==> src/sv/rgbemb_pkg.sv <==
// Shared types, constants and the emboss kernel table for the RGB emboss filter.
package rgbemb_pkg;

  localparam int MaxWidth    = 2048;
  localparam int ColW        = $clog2(MaxWidth);
  localparam int HeightLimit = 4096;
  localparam int RowW        = $clog2(HeightLimit);
  localparam int KselW       = 3;
  localparam int CfgIdxW     = 2;
  localparam int CfgDataW    = 13;
  localparam int ChanW       = 8;
  localparam int PixW        = 3 * ChanW;
  localparam int TapCount    = 9;

  // Configuration register indexes
  localparam logic [CfgIdxW-1:0] CFG_KERNEL = 2'd0;
  localparam logic [CfgIdxW-1:0] CFG_WIDTH  = 2'd1;
  localparam logic [CfgIdxW-1:0] CFG_HEIGHT = 2'd2;

  typedef logic [ChanW-1:0] chan_t;
  typedef logic [PixW-1:0] pix_t;
  typedef chan_t [TapCount-1:0] win_t;
  typedef logic signed [1:0] coef_t;
  typedef coef_t [TapCount-1:0] kern_t;

  localparam coef_t CoefPos = 2'sd1;
  localparam coef_t CoefNeg = -2'sd1;

  // One write to the combined line store: upper row in the high half, middle in the low half.
  typedef struct packed {
    logic            en;
    logic [ColW-1:0] addr;
    pix_t            upper;
    pix_t            middle;
  } store_wr_t;

  // Kernel entries in row-major order; only the four corners are ever nonzero.
  function automatic kern_t emb_kernel(input logic [KselW-1:0] sel);
    kern_t k;
    k = '0;
    unique case (sel)
      3'd0: begin
        k[0] = CoefNeg; k[8] = CoefPos;
      end
      3'd1: begin
        k[0] = CoefPos; k[8] = CoefNeg;
      end
      3'd2: begin
        k[2] = CoefNeg; k[6] = CoefPos;
      end
      3'd3: begin
        k[2] = CoefPos; k[6] = CoefNeg;
      end
      3'd4: begin
        k[0] = CoefNeg; k[2] = CoefNeg; k[6] = CoefPos; k[8] = CoefPos;
      end
      3'd5: begin
        k[0] = CoefNeg; k[2] = CoefPos; k[6] = CoefPos; k[8] = CoefNeg;
      end
      3'd6: begin
        k[0] = CoefPos; k[2] = CoefPos; k[6] = CoefNeg; k[8] = CoefNeg;
      end
      3'd7: begin
        k[0] = CoefPos; k[2] = CoefNeg; k[6] = CoefNeg; k[8] = CoefPos;
      end
      default: k = '0;
    endcase
    return k;
  endfunction

endpackage

==> src/sv/rgbemb_lane.sv <==
// One color lane: flipped 3x3 emboss convolution of a window and clamp to 0..255.
module rgbemb_lane (
  input  logic [rgbemb_pkg::KselW-1:0] kernel_sel,
  input  rgbemb_pkg::win_t             win,
  output rgbemb_pkg::chan_t            result
);

  rgbemb_pkg::kern_t  kern;
  logic signed [8:0]  term [rgbemb_pkg::TapCount];
  logic signed [10:0] part0, part1, part2, acc;

  always_comb begin
    kern = rgbemb_pkg::emb_kernel(kernel_sel);
    // Window cell i meets kernel entry 8-i (convolution flip)
    for (int i = 0; i < rgbemb_pkg::TapCount; i++) begin
      if (kern[rgbemb_pkg::TapCount-1-i] == rgbemb_pkg::CoefPos) begin
        term[i] = $signed({1'b0, win[i]});
      end else if (kern[rgbemb_pkg::TapCount-1-i] == rgbemb_pkg::CoefNeg) begin
        term[i] = -$signed({1'b0, win[i]});
      end else begin
        term[i] = '0;
      end
    end
    part0 = 11'(term[0]) + 11'(term[1]) + 11'(term[2]);
    part1 = 11'(term[3]) + 11'(term[4]) + 11'(term[5]);
    part2 = 11'(term[6]) + 11'(term[7]) + 11'(term[8]);
    acc   = part0 + part1 + part2;
    if (acc < 0) begin
      result = '0;
    end else if (acc > 11'sd255) begin
      result = '1;
    end else begin
      result = acc[7:0];
    end
  end

endmodule

==> config.mk <==
export PLATFORM = sky130hd
export DESIGN_NAME = rgbemb_lane
export DESIGN_NICKNAME = d
export VERILOG_FILES = /design/src/sv/rgbemb_pkg.sv /design/src/sv/rgbemb_lane.sv
export SDC_FILE = /design/constraint.sdc
export NUM_CORES = 1
export LEC_CHECK = 0
export BUFFER_PORTS_ARGS = -buffer_cell sky130_fd_sc_hd__buf_2
export CAP_MARGIN = 20
export CORE_MARGIN = 1
export CORE_UTILIZATION = 45
export DETAILED_ROUTE_END_ITERATION = 10
export PLACE_DENSITY = 0.79
export SYNTH_ARGS = -nofsm -noshare
export SYNTH_HDL_FRONTEND = slang
export SYNTH_SLANG_ARGS = --single-unit
==> constraint.sdc <==
create_clock -name vclk -period 3.9
set_input_delay 0 -clock vclk [all_inputs]
set_output_delay 0 -clock vclk [all_outputs]
set_load 0.02 [all_outputs]
==> results of run 1 <==
## through the flow
stage	worst slack [ns]	utilization
global placement	-0.113	0.585
CTS	-0.00270	0.621
global route	-0.170	0.659
detailed placement	-0.228	0.585
floorplan	0.0158	-
finish	-0.0351	0.659
## tightest hold or removal path, stage by stage
cell,delay [ns]
buf_2,0.09
inv_1,0.05
nor2_1,0.12
ha_1,0.15
inv_1,0.05
a21oi_2,0.13
buf_4,0.14
## routing by layer
| metal | share of wire | wire [um] | global-route usage |
|---|---|---|---|
| met1 | 0.43 | 2590 | 0.318 |
| met2 | 0.50 | 3030 | 0.456 |
| met3 | 0.050 | 302 | 0.0160 |
| met4 | 0.019 | 114 | 0.0333 |
| met5 | 0 | 0 | 0 |
## worst max-delay path by stage
stage	endpoint	cells past startpoint	slack, ns	start
after floorplan	result[3]	13	0.02	kernel_sel[1]
after global placement	result[0]	19	-0.11	win[17]
after detailed placement	result[3]	19	-0.23	win[17]
after CTS	result[4]	19	-0.003	win[17]
after global routing	result[6]	18	-0.17	win[18]
final	result[6]	18	-0.04	win[18]
## power breakdown
part	internal [mW]	total (mW)	switching (mW)
Clock	0	0	0
Sequential	0	0	0
Combinational	0.897	1.90	0.999
## area by class of cell
| class | instances | share of cell area |
|---|---|---|
| tap | 52 | 0.0225 |
| timing repair buffer | 80 | 0.195 |
| multi-input combinational | 240 | 0.739 |
| inverter | 32 | 0.0433 |
## timing repair
item	in CTS	in global routing
buffers inserted	2	3
resized for setup	34	32
setup endpoints to repair	8	8
pin swaps	14	19
## cells in the final DEF, fill, tap and decap left out, types with 3 or more instances in the layout
cell type | Yosys | routed
nor3_1 | 10 | 9
nand2_1 | 27 | 26
mux2i_1 | 16 | 15
ha_1 | 14 | 9
o31a_1 | 4 | 4
ha_4 | 0 | 5
a21oi_2 | 2 | 10
nand2b_1 | 5 | 5
buf_6 | 0 | 5
xnor2_1 | 4 | 4
o21ai_0 | 21 | 19
inv_1 | 32 | 27
buf_2 | 0 | 33
or3_4 | 0 | 3
inv_2 | 0 | 3
o22ai_1 | 6 | 5
fa_1 | 19 | 18
xor2_1 | 13 | 13
nor2b_1 | 8 | 7
a21oi_1 | 19 | 9
buf_4 | 0 | 39
nor2_1 | 17 | 17
nand3_1 | 6 | 5
## logic make-up after synthesis
logic type | after synthesis | share of synthesized area
AND/OR/NAND/NOR | 92 | 0.227
AO/OA/AOI/OAI | 81 | 0.273
buffers and inverters | 41 | 0.0747
adder cells (fa/ha/maj) | 33 | 0.270
XOR/XNOR | 17 | 0.0723
multiplexers | 17 | 0.0832
==> metrics.csv, run 1 <==
metric,value,unit
Synth warnings,0,
Yosys top cell area share,0.185,
Placer Congestion,0.876,
Starting DRT DRC Count,188,
fin area,2890,um^2
Area Growth Syn to Fin,40.3,%
vias per inst,5.72,
largest net degree at the start of global routing,37,
Die Wd,69.7,um
min-delay src,win[0],
layout cells sized above 1,0.369,
fin nets,462,
WHS Endpoint,result[0],
core region area,4380,um^2
Max Cap Violations,0,
initial core utilization,0.470,
"Req. time, crit path",3.90,ns
WS Path Type,in2out,
antenna-violating nets left,0,
cell area after synthesis,2060,um^2
Rel. slew slack,0.652,
Crit. End Element,primary output,
fin crit share,1.01,
gr usage total,0.246,
Syn Nets,389,
number of I/O port buffers,43,
# fillers,344,
"Seq/Total Area, Yosys",0,
Power Total,1.90,mW
Mapped Cells,281,
largest fanout on the critical path,8,
ranking of synthesized cells by area,"fa_1, ha_1, mux2i_1",
Synth cell types,52,
crit path time final,3.94,ns
most frequent cells after synthesis,"inv_1, nand2_1, o21ai_0",
setup TNS,-0.173,ns
area of the multi-input gates,2130,um^2
hpwl dp,4610,um
hold bufs inserted after CTS,0,
final hold viol count,0,
Seq cells,0,
1st-pass router iterations,4,
number of global-route vias before repair,2244,
Die Ht,69.7,um
slowest cell delay on critical path,0.53,ns
dominant cell type by area after synthesis,fa_1,
Rows,24,
RSZ-0062 raised after global routing,yes,
crit path cell chain,buf_6 > or3_4 > nor2b_1 > a22o_1 > nand2_1 > o21ai_0 > fa_1 > inv_1 > fa_1 > inv_1 > ha_1 > o211a_4 > a21oi_2 > o211ai_2 > a2111oi_4 > buf_6 > a21oi_2 > buf_4,
Cell Pwr Density,656,nW/um^2
WP data arrival,3.94,ns
Fmax,254,MHz
GR Overflow Total,0,
Worst Path Buf+Inv,5,
Critical Path Source Type,input port,
post-synthesis area per instance,7.33,um^2
CP max-delay cell,fa_1,
LEAKAGE,1.37,nW
# setup viols final,8,
final hold slack,0.730,ns
"count leader, synth",inv_1,
Hold Crit Depth,7,
routed length per instance,15.0,um
initial antenna violation count,0,
setup ws final,-0.0351,ns
DRC,0,
wire length of the first global-routing pass,9980,um
register cell area after layout,0,um^2
final wirelength,6040,um
number of top-level pins,83,
max-slew violation count,0,
Area after DPL,2570,um^2
vias,2311,
ANT cells,0,
clock buffers,0,
die area,4850,um^2
worst hold path type,in2out,
outcome,"finished, violations left",
Worst Tran Pin Value,0.521,ns
DP Cell Count,400,
cell family with most CP delay,compound AO/OA/AOI/OAI gates,
Non-Filler Instances,404,
Worst VDD drop,458,uV
failing checks,negative setup slack,
Power figures use the tool's default switching activity.
==> inputs of run 2 (changes only) <==
Settings changed: PLACE_DENSITY 0.79 to 0.76, SLEW_MARGIN from default to 25.
Clock period 3.9 ns to 4.9 ns, I/O delays scaled along.
==> metrics.csv, run 2 (synthesis results as in run 1) <==
metric,value,unit,change
1st-pass router iterations,4,,unchanged
number of I/O port buffers,43,,unchanged
Rows,24,,unchanged
vias,2106,,-8.9%
max-slew violation count,0,,unchanged
DRC,0,,unchanged
Seq cells,0,,unchanged
initial antenna violation count,0,,unchanged
WS Path Type,in2out,,
wire length on met2,2410,um,-21%
largest fanout on the critical path,16,,+8
Placer Congestion,0.810,,-7.5%
WP data arrival,4.31,ns,+0.37 ns
ANT cells,0,,unchanged
routed length per instance,12.9,um,-14%
Rel. slew slack,0.655,,+0.00285
CTS resizes,0,,-100%
final hold viol count,0,,unchanged
DP Cell Count,368,,-8.0%
initial core utilization,0.470,,unchanged
outcome,completed,,
Critical Path Source Type,input port,,
Crit. End Element,primary output,,
fin nets,426,,-7.8%
hold bufs inserted after CTS,0,,unchanged
met3 WL,184,um,-39%
GR Overflow Total,0,,unchanged
Worst VDD drop,291,uV,-37%
core region area,4380,um^2,unchanged
Die Wd,69.7,um,unchanged
largest net degree at the start of global routing,37,,unchanged
final core utilization,0.528,,-0.131
Area Growth Syn to Fin,12.3,%,
gr usage total,0.202,,-0.0436
layout cells sized above 1,0.177,,-0.192
area of the multi-input gates,1910,um^2,-11%
Post-CTS Setup Bufs,0,,-2
fin crit share,0.880,,
register cell area after layout,0,um^2,unchanged
vias per inst,5.72,,about the same
Cell Pwr Density,421,nW/um^2,-36%
final wirelength,4740,um,-22%
crit path time final,4.31,ns,
Non-Filler Instances,368,,-8.9%
# setup viols final,0,,-8
LEAKAGE,1.13,nW,-17%
# fillers,434,,+26%
setup TNS,0,ns,+0.173 ns
Starting DRT DRC Count,127,,-32%
Worst Tran Pin Value,0.517,ns,-0.00316 ns
clock buffers,0,,unchanged
"commonest non-fill, non-tap cell in the layout",buf_2,,
Max Cap Violations,0,,unchanged
RSZ-0062 raised after global routing,no,,
die area,4850,um^2,unchanged
"Req. time, crit path",4.90,ns,+1.00 ns
Top Metal Used,met4,,
number of global-route vias before repair,1962,,-13%
worst hold path type,in2out,,
Die Ht,69.7,um,unchanged
M1 WL,2120,um,-18%
"commonest cells after routing, fill and taps aside","buf_2, inv_1, nand2_1",,
number of top-level pins,83,,unchanged
hpwl dp,3990,um,-13%
antenna-violating nets left,0,,unchanged
wire length of the first global-routing pass,8300,um,-17%
Fmax,232,MHz,
-- run 2: power breakdown --
part	switching [mW]	internal [mW]
logic	0.583	0.391
clock network	0	0
registers	0	0
-- run 2: routing by layer --
layer / up-vias / GRT usage
li1: 1064 / -
met3: 4 / 0.00145
met5: - / 0
met1: 988 / 0.267
met4: 0 / 0.0200
met2: 50 / 0.382
-- run 2: worst paths after layout --
check,from,to,slack [ns],depth (start not counted)
setup / recovery,kernel_sel[2],result[0],0.59,17
hold / removal,win[0],result[0],0.72,7
-- run 2: per-stage QoR --
stage | power [mW] | setup WS (ns) | hold slack, ns | instance area (um^2)
6_report | 0.974 | 0.588 | 0.725 | 2310
5_1_grt | 1.09 | 0.292 | 0.770 | 2310
4_1_cts | 0.978 | 0.606 | 0.721 | 2310
3_5_place_dp | 0.974 | 0.629 | 0.717 | 2310
3_3_place_gp | 0.957 | 0.653 | 0.702 | 2310
2_1_floorplan | 0.754 | 1.02 | 0.528 | 2060
-- run 2: area by class of cell --
class,count,share of cell area
inverters,32,0.0519
repair buffers,44,0.0963
multi-input cells,240,0.824
well taps,52,0.0281
-- run 2: worst max-delay path: stages --
cell and delay, ns:
buf_2 0.27, nand2_1 0.23, xor2_1 0.42, nor2b_1 0.22, xnor2_1 0.13, nor2_1 0.08, fa_1 0.52, inv_1 0.06
fa_1 0.53, inv_1 0.04, ha_1 0.36, o211a_1 0.26, a21oi_2 0.19, o211ai_2 0.11, a2111oi_4 0.58, a21oi_1 0.14
buf_2 0.18
